## config.mk

```make
export PLATFORM = sky130hd
export DESIGN_NAME = cpce_ctrl
export DESIGN_NICKNAME = d
export VERILOG_FILES = /design/src/rtl/cpce_pkg.sv /design/src/rtl/cpce_ctrl.sv
export SDC_FILE = /design/constraint.sdc
export NUM_CORES = 1
export LEC_CHECK = 0
export BUFFER_PORTS_ARGS = -buffer_cell sky130_fd_sc_hd__buf_4
export CORE_UTILIZATION = 30
export CTS_CLUSTER_SIZE = 16
export DETAILED_ROUTE_END_ITERATION = 6
export GPL_ROUTABILITY_DRIVEN = 0
export PLACE_DENSITY_LB_ADDON = 0.3
export REMOVE_ABC_BUFFERS = 1
export SYNTH_ARGS = -nofsm -noshare
export SYNTH_HDL_FRONTEND = slang
export SYNTH_SLANG_ARGS = --single-unit
```

## constraint.sdc

```tcl
create_clock -name i_clk -period 2.3 [get_ports i_clk]
set_input_delay 0.46 -clock i_clk [delete_from_list [all_inputs] [get_ports i_clk]]
set_output_delay 0.46 -clock i_clk [all_outputs]
set_load 0.01 [all_outputs]
```

## src/rtl/cpce_pkg.sv

```systemverilog
package cpce_pkg;

    localparam int DEF_MAX_WIDTH  = 256;
    localparam int DEF_MAX_HEIGHT = 256;

    localparam int CFG_W     = 9;
    localparam int CFG_IDX_W = 1;
    localparam int SYM_W     = 16;
    localparam int PIX_W     = 8;
    localparam int SAT_W     = 13;

    typedef enum logic [CFG_IDX_W-1:0] {
        REG_WIDTH  = 1'b0,
        REG_HEIGHT = 1'b1
    } t_reg_idx;

    typedef enum logic {
        CMD_LOAD = 1'b0,
        CMD_NEXT = 1'b1
    } t_cmd;

    typedef enum logic [1:0] {
        PH_LOADING,
        PH_SCAN,
        PH_CHAIN
    } t_phase;

    typedef enum logic [3:0] {
        ST_IDLE,
        ST_HDR_W,
        ST_HDR_H,
        ST_SCAN_RD,
        ST_SCAN_CHK,
        ST_EMIT_X,
        ST_EMIT_Y,
        ST_PIX_RD,
        ST_PIX,
        ST_NBR_RD,
        ST_NBR_CHK,
        ST_DIR,
        ST_TRL_W,
        ST_TRL_H
    } t_state;

    typedef enum logic [2:0] {
        SEL_W,
        SEL_H,
        SEL_X,
        SEL_Y,
        SEL_PIX,
        SEL_DIR
    } t_sym_sel;

    typedef enum logic [1:0] {
        RD_SCAN,
        RD_PIX,
        RD_NBR
    } t_rd_sel;

    typedef struct packed {
        logic     load_en;
        logic     cfg_en;
        logic     hdr_start;
        logic     scan_step;
        logic     re;
        t_rd_sel  rd_sel;
        logic     push;
        t_sym_sel sym_sel;
        logic     eog;
        logic     done;
        logic     d_clr;
        logic     d_inc;
        logic     take_nbr;
        logic     dir_zero;
        logic     link_done;
        logic     restart;
    } t_cmd_bus;

    typedef struct packed {
        t_phase phase;
        logic   full;
        logic   scan_done;
        logic   mark;
        logic   last_row;
        logic   d_last;
        logic   slot_free;
    } t_sts_bus;

endpackage

```

## src/rtl/cpce_ctrl.sv

```systemverilog
module cpce_ctrl (
    input  logic                i_clk,
    input  logic                i_rst_n,
    input  logic                i_in_valid,
    input  logic                i_in_command,
    input  logic                i_cfg_valid,
    input  cpce_pkg::t_sts_bus  i_sts,
    output logic                o_in_ready,
    output logic                o_cfg_ready,
    output cpce_pkg::t_cmd_bus  o_cmd
);
    cpce_pkg::t_state r_state, n_state;
    logic             in_acc;

    always_ff @(posedge i_clk) begin
        if (!i_rst_n) begin
            r_state <= cpce_pkg::ST_IDLE;
        end else begin
            r_state <= n_state;
        end
    end

    assign o_in_ready  = (r_state == cpce_pkg::ST_IDLE);
    assign o_cfg_ready = (r_state == cpce_pkg::ST_IDLE);
    assign in_acc      = i_in_valid && o_in_ready;

    always_comb begin
        n_state         = r_state;
        o_cmd           = '0;
        o_cmd.rd_sel    = cpce_pkg::RD_SCAN;
        o_cmd.sym_sel   = cpce_pkg::SEL_W;
        o_cmd.load_en   = in_acc && (i_in_command == cpce_pkg::CMD_LOAD);
        o_cmd.cfg_en    = i_cfg_valid && o_cfg_ready;
        case (r_state)
            cpce_pkg::ST_IDLE: begin
                if (in_acc && (i_in_command == cpce_pkg::CMD_NEXT)) begin
                    case (i_sts.phase)
                        cpce_pkg::PH_LOADING: if (i_sts.full) n_state = cpce_pkg::ST_HDR_W;
                        cpce_pkg::PH_CHAIN:   n_state = cpce_pkg::ST_PIX_RD;
                        default:              n_state = cpce_pkg::ST_SCAN_RD;
                    endcase
                end
            end
            cpce_pkg::ST_HDR_W: begin
                o_cmd.sym_sel = cpce_pkg::SEL_W;
                if (i_sts.slot_free) begin
                    o_cmd.push = 1'b1;
                    n_state    = cpce_pkg::ST_HDR_H;
                end
            end
            cpce_pkg::ST_HDR_H: begin
                o_cmd.sym_sel = cpce_pkg::SEL_H;
                o_cmd.eog     = 1'b1;
                if (i_sts.slot_free) begin
                    o_cmd.push      = 1'b1;
                    o_cmd.hdr_start = 1'b1;
                    n_state         = cpce_pkg::ST_IDLE;
                end
            end
            cpce_pkg::ST_SCAN_RD: begin
                if (i_sts.scan_done) begin
                    n_state = cpce_pkg::ST_TRL_W;
                end else begin
                    o_cmd.re        = 1'b1;
                    o_cmd.rd_sel    = cpce_pkg::RD_SCAN;
                    o_cmd.scan_step = 1'b1;
                    n_state         = cpce_pkg::ST_SCAN_CHK;
                end
            end
            cpce_pkg::ST_SCAN_CHK: begin
                n_state = i_sts.mark ? cpce_pkg::ST_EMIT_X : cpce_pkg::ST_SCAN_RD;
            end
            cpce_pkg::ST_EMIT_X: begin
                o_cmd.sym_sel = cpce_pkg::SEL_X;
                if (i_sts.slot_free) begin
                    o_cmd.push = 1'b1;
                    n_state    = cpce_pkg::ST_EMIT_Y;
                end
            end
            cpce_pkg::ST_EMIT_Y: begin
                o_cmd.sym_sel = cpce_pkg::SEL_Y;
                if (i_sts.slot_free) begin
                    o_cmd.push = 1'b1;
                    n_state    = cpce_pkg::ST_PIX_RD;
                end
            end
            cpce_pkg::ST_PIX_RD: begin
                o_cmd.re     = 1'b1;
                o_cmd.rd_sel = cpce_pkg::RD_PIX;
                n_state      = cpce_pkg::ST_PIX;
            end
            cpce_pkg::ST_PIX: begin
                o_cmd.sym_sel = cpce_pkg::SEL_PIX;
                if (i_sts.slot_free) begin
                    o_cmd.push = 1'b1;
                    if (i_sts.last_row) begin
                        o_cmd.dir_zero = 1'b1;
                        n_state        = cpce_pkg::ST_DIR;
                    end else begin
                        o_cmd.d_clr = 1'b1;
                        n_state     = cpce_pkg::ST_NBR_RD;
                    end
                end
            end
            cpce_pkg::ST_NBR_RD: begin
                o_cmd.re     = 1'b1;
                o_cmd.rd_sel = cpce_pkg::RD_NBR;
                n_state      = cpce_pkg::ST_NBR_CHK;
            end
            cpce_pkg::ST_NBR_CHK: begin
                o_cmd.rd_sel = cpce_pkg::RD_NBR;
                if (i_sts.mark) begin
                    o_cmd.take_nbr = 1'b1;
                    n_state        = cpce_pkg::ST_DIR;
                end else if (i_sts.d_last) begin
                    o_cmd.dir_zero = 1'b1;
                    n_state        = cpce_pkg::ST_DIR;
                end else begin
                    o_cmd.d_inc = 1'b1;
                    n_state     = cpce_pkg::ST_NBR_RD;
                end
            end
            cpce_pkg::ST_DIR: begin
                o_cmd.sym_sel = cpce_pkg::SEL_DIR;
                o_cmd.eog     = 1'b1;
                if (i_sts.slot_free) begin
                    o_cmd.push      = 1'b1;
                    o_cmd.link_done = 1'b1;
                    n_state         = cpce_pkg::ST_IDLE;
                end
            end
            cpce_pkg::ST_TRL_W: begin
                o_cmd.sym_sel = cpce_pkg::SEL_W;
                o_cmd.done    = 1'b1;
                if (i_sts.slot_free) begin
                    o_cmd.push = 1'b1;
                    n_state    = cpce_pkg::ST_TRL_H;
                end
            end
            cpce_pkg::ST_TRL_H: begin
                o_cmd.sym_sel = cpce_pkg::SEL_H;
                o_cmd.done    = 1'b1;
                o_cmd.eog     = 1'b1;
                if (i_sts.slot_free) begin
                    o_cmd.push    = 1'b1;
                    o_cmd.restart = 1'b1;
                    n_state       = cpce_pkg::ST_IDLE;
                end
            end
            default: n_state = cpce_pkg::ST_IDLE;
        endcase
    end
endmodule

```

# Yosys cells after proc, flatten, opt, wreduce, memory -nomap -nowiden
# Cells that the tools add are included.
# word_totals
ramBits	0
word_cells	75
latch_bits	0
memories	0
out_inout_bits	21
ff_bits	4
mem_bits_ro	0
input_bits	13
# op_classes
mux	38
eq_ne	22
magnitude_cmp	0
n_div	0
add_sub_neg	0
reduce_logical	13
n_shift	0
n_bitwise	1
mul	0
# op_table
op	n
$pmux 4 s12	1
$mux 4	11
$eq 4x4->1 const B	6
$pmux 4 s6	1
$mux 1	17
$eq 4x3->1 const B	4
$ne 2x2->1 const B	5
$reduce_or 2->1	5
$eq 4x2->1 const B	2
$pmux 4 s2	1
$reduce_and 8->1	1
$mux 2	3
$pmux 2 s3	1
$eq 4x1->1 const B	1
$logic_and 1x1->1	4
$logic_not 4->1	1
$ne 2x1->1 const B	2
$pmux 1 s2	2
$mux 3	1
$ne 3x3->1 const B	1
$reduce_or 3->1	1
$eq 2x2->1 const B	1
$logic_not 2->1	1
$not 1->1	1

# Logic depth before layout (Yosys ltp)
# logic_depth
depth_word	5
depth_mapped	6
ltp_nobuf	4

# Least setup slack after synthesis
# Ideal clock, no wire load.
# synth_timing
path_type	register to output
start	reg r_state[0]
end	out o_cmd[18] in the netlist's numbering
arrival_time_ps	1393
required_ps	1840
stages_incl_launch_ff	4
path_slack_ps	447
n_path_buf	1
path_cell_list	dfxtp_1 -> buf_6 -> nor4_1 -> and3b_1
# synth_lines
element	line	source
start, declared	cpce_ctrl.sv:12	cpce_pkg::t_state r_state, n_state;
start signal, assigned	cpce_ctrl.sv:17	r_state <= cpce_pkg::ST_IDLE;
start signal, assigned	cpce_ctrl.sv:19	r_state <= n_state;
end, declared	cpce_ctrl.sv:10	output cpce_pkg::t_cmd_bus o_cmd

==> results.txt <==
- The cell family contributing the most delay on the critical path is flip-flops.
- The number of buffers and inverters on the critical path is 1.
- The total count of hold-check failures in the final report was 0.
- Net switching component of the power: roughly 0.38 mW
- The register with the most flip-flops in the layout has 4 of them.
- Summed over all nets, the half-perimeter wirelength after detailed placement is roughly 1.3 mm.
- In the final design database the tool counted between 100 and 150 nets.
- The die is just under 50 um tall.
- Synthesis produced a netlist whose cell count is 87.
- Number of vias per cell after detailed routing: 5.12
- STA puts the critical path data required time at roughly 1.8 ns.
* Combinational group share of total power: about two thirds
- Via count of the first global-routing pass: ~700
- The first routing iteration left 10 violations.
- Number of iterations in the first detailed-routing pass: 4
- Die footprint: around 2400 sq um
- Worst path slowest cell: dfxtp_1
- The count of pins over their slew limit came to 0.
- Maximum buffer depth of the clock tree: 2
- In this run the mean area of a mapped cell was roughly 7.6 sq um.
- Row generation in the floorplan step produced 16 rows.
- Overall power consumption after layout is estimated at 0.815 mW.
- ANT cells: 0
- The worst setup path is captured at a primary output.
- Worst hold path type: input port to flip-flop
- Register name with the most flops: r_state
- In this run, distinct cell masters in the synthesized netlist total 37.
- In this design, the stage delay of the slowest critical-path cell is between 0.6 and 0.7 ns.
- Remaining global-route overflow: 0
- The flow ran to the end, and the final reports show no timing, DRC or antenna violations.
- Post-CTS Resized: 0
- Once the clock tree was built, the setup fixing pass inserted 0 buffers.
- Worst Skew: between 0.002 and 0.0025 ns
- Of the total power, the clock network draws 10.9%.
- For the worst setup path, the data arrival time is between 1.5 and 2 ns.
* Min Tclk post-route: about 2.1 ns
* Leading cell types in the layout, fill and taps excluded: buf_4, nor2_1, nand2_1, nor4_1
- Crit Path Category: flip-flop to primary output
* Aggregate global-route resource usage: 15.2%
* Number of setup violations in the final report: 0
* Core Box Area: 2000 sq um
- Sequential cells burn 22.2% of the power.
* Fraction of final layout cells sized beyond drive strength 1: 39.0%
- The signal on the critical path passes through and3b_2 -> o221ai_1 -> and2_1 -> buf_4.
- Starting Density: between 30% and 40%
- Total number of clock tree sinks: 4
- FILL cells: about 210
- Count of max-cap constraint violations: 0
* Most common cell after layout, fill and taps aside: buf_4
- Initial antenna violation count: 0
- In this run the tool buffered the top-level ports with 33 buffer cells.
- Largest fanout on the critical path: 15
- In this run the count of I/O pins placed on the die edge is 34.
- Depth of the CTS H-tree: 1
* Worst relative slew slack: between 60 and 70%
- Wire length of the first global-routing pass: roughly 2.9 mm
- DR DRC count: 0
- Yosys Warn Count: 0
- The worst setup path is launched from a flip-flop.
- Internal power summed over all cells: between 0.4 and 0.5 mW
- The routed layout has about 740 vias.
- At the pin with the least slew margin, the transition time is around 0.45 ns.
- Leading registers by flop count: r_state: 4 flops
- Max rail drop VDD: approximately 410 uV
- Largest net degree at the start of global routing: 19
- The synthesized netlist occupies a cell area of approximately 660 sq um.
* Count of antenna-violating nets left after detailed routing: 0
- TritonCTS built the clock tree.
- Counting the buffers created by CTS gives 3.
- Lkg Pwr: ~0.42 nW
- Root Buffer Master: clkbuf_4
* Sequential cell area fraction in the yosys report: 12.2%
- Yosys reg bits: 4
* Switching Fraction: a little under half
- After clock tree synthesis, the flow added hold-fix buffers numbering 0.
- Synthesis-to-layout area growth: 36.3%
- Clk_lat worst skew: roughly 0.23 ns
- Wirelength per Cell: approximately 12 um
- Floorplan die width: 48.8 um
- RSZ-0062 raised after global routing: no
- Based on the critical path, the design can be clocked at up to around 490 MHz.
* Final total negative setup slack: 0 ns
* Share of the clock period used by the worst path after layout: roughly nine tenths
* Overall routed net length: roughly 1.7 mm
- Clock transition at the registers of the reported paths: approximately 0.040 ns
- Pwr Density: between 900 and 1000 nW/um^2
* Final cell utilization of the core: between 40% and 50%
## layer usage
metal,GRT usage [%],routed length [um]
met5,0,0
met2,27.1,876
met4,7.35,0
met3,0.312,66
met1,18.6,774
## Yosys cell counts
library cell | instances | area, sq um
and2_1 | 3 | 18.8
o21ai_0 | 2 | 10.0
buf_6 | 4 | 45.0
and4_1 | 1 | 8.76
nand3b_1 | 1 | 7.51
buf_4 | 1 | 7.51
nand2_1 | 7 | 26.3
o21a_1 | 1 | 7.51
o221ai_1 | 1 | 8.76
a22o_2 | 1 | 10.0
nor4_1 | 5 | 31.3
mux2i_1 | 4 | 40.0
xnor2_1 | 1 | 8.76
and3b_1 | 1 | 8.76
nand4b_1 | 1 | 8.76
o211a_1 | 1 | 10.0
a22o_1 | 1 | 8.76
inv_1 | 3 | 11.3
and3b_2 | 1 | 10.0
a221oi_2 | 1 | 15.0
nor3b_1 | 2 | 15.0
and3_1 | 2 | 12.5
dfxtp_1 | 4 | 80.1
nor2_1 | 10 | 37.5
clkbuf_1 | 1 | 3.75
o21bai_1 | 1 | 7.51
o21ai_1 | 1 | 5.00
xor2_1 | 2 | 17.5
or4b_4 | 1 | 13.8
a21oi_1 | 3 | 15.0
o31ai_1 | 2 | 15.0
a2111oi_0 | 2 | 17.5
o311ai_0 | 1 | 8.76
clkbuf_8 | 3 | 41.3
nand3_1 | 3 | 15.0
nor2b_1 | 4 | 25.0
nand2b_1 | 4 | 25.0
## power by group through the flow
| stage | clock, mW | sequential, mW | combinational, mW |
|---|---|---|---|
| floorplan | 0 | 0.176 | 0.307 |
| global placement | 0 | 0.176 | 0.540 |
| detailed placement | 0 | 0.180 | 0.548 |
| CTS | 0.0917 | 0.179 | 0.549 |
| global route | 0.0995 | 0.194 | 0.593 |
| finish | 0.0886 | 0.181 | 0.545 |
## final timing paths
check,to,depth (start not counted),slack [ns],from
worst max-delay path,o_cmd[11],4,0.24,r_state[2]
worst min-delay path,r_state[1],3,0.53,i_rst_n
worst max register to register,r_state[2],4,0.67,r_state[2]
worst min register to register,r_state[1],2,0.59,r_state[1]
## tightest hold or removal path: cells and delay by family
family | cells | cell delay (ns)
buffers and inverters | 1 | 0.14
AOI/OAI and AO/OA | 1 | 0.06
muxes | 1 | 0.06
## cell type report
| type | count | area (sq um) | share of cell area (%) |
|---|---|---|---|
| clock buffers | 3 | 22.5 | 2.51 |
| well taps | 27 | 33.8 | 3.77 |
| multi-input cells | 71 | 469 | 52.3 |
| flip-flops and latches | 4 | 82.6 | 9.21 |
| inverters | 3 | 11.3 | 1.26 |
| repair buffers | 37 | 278 | 31.0 |
## stage by stage
stage / cells / instance area (sq um) / hold WS [ns] / worst slack, ns
6_report: 145 / 897 / 0.532 / 0.240
2_1_floorplan: 78 / 561 / 0.609 / 0.0723
3_3_place_gp: 142 / 872 / 0.661 / 0.424
4_1_cts: 145 / 895 / 0.528 / 0.127
5_1_grt: 145 / 897 / 0.520 / 0.101
3_5_place_dp: 142 / 872 / 0.694 / 0.380
## cell families after synthesis
| family | count (synthesis) | share of synthesized area [%] |
|---|---|---|
| AOI/OAI and AO/OA | 18 | 21.1 |
| muxes | 4 | 6.08 |
| buffers and inverters | 12 | 16.5 |
| DFF | 4 | 12.2 |
| xor gates and xnor gates | 3 | 3.99 |
| and+or+nand+nor | 46 | 40.1 |
No activity file was read; power rests on OpenSTA's default activity.
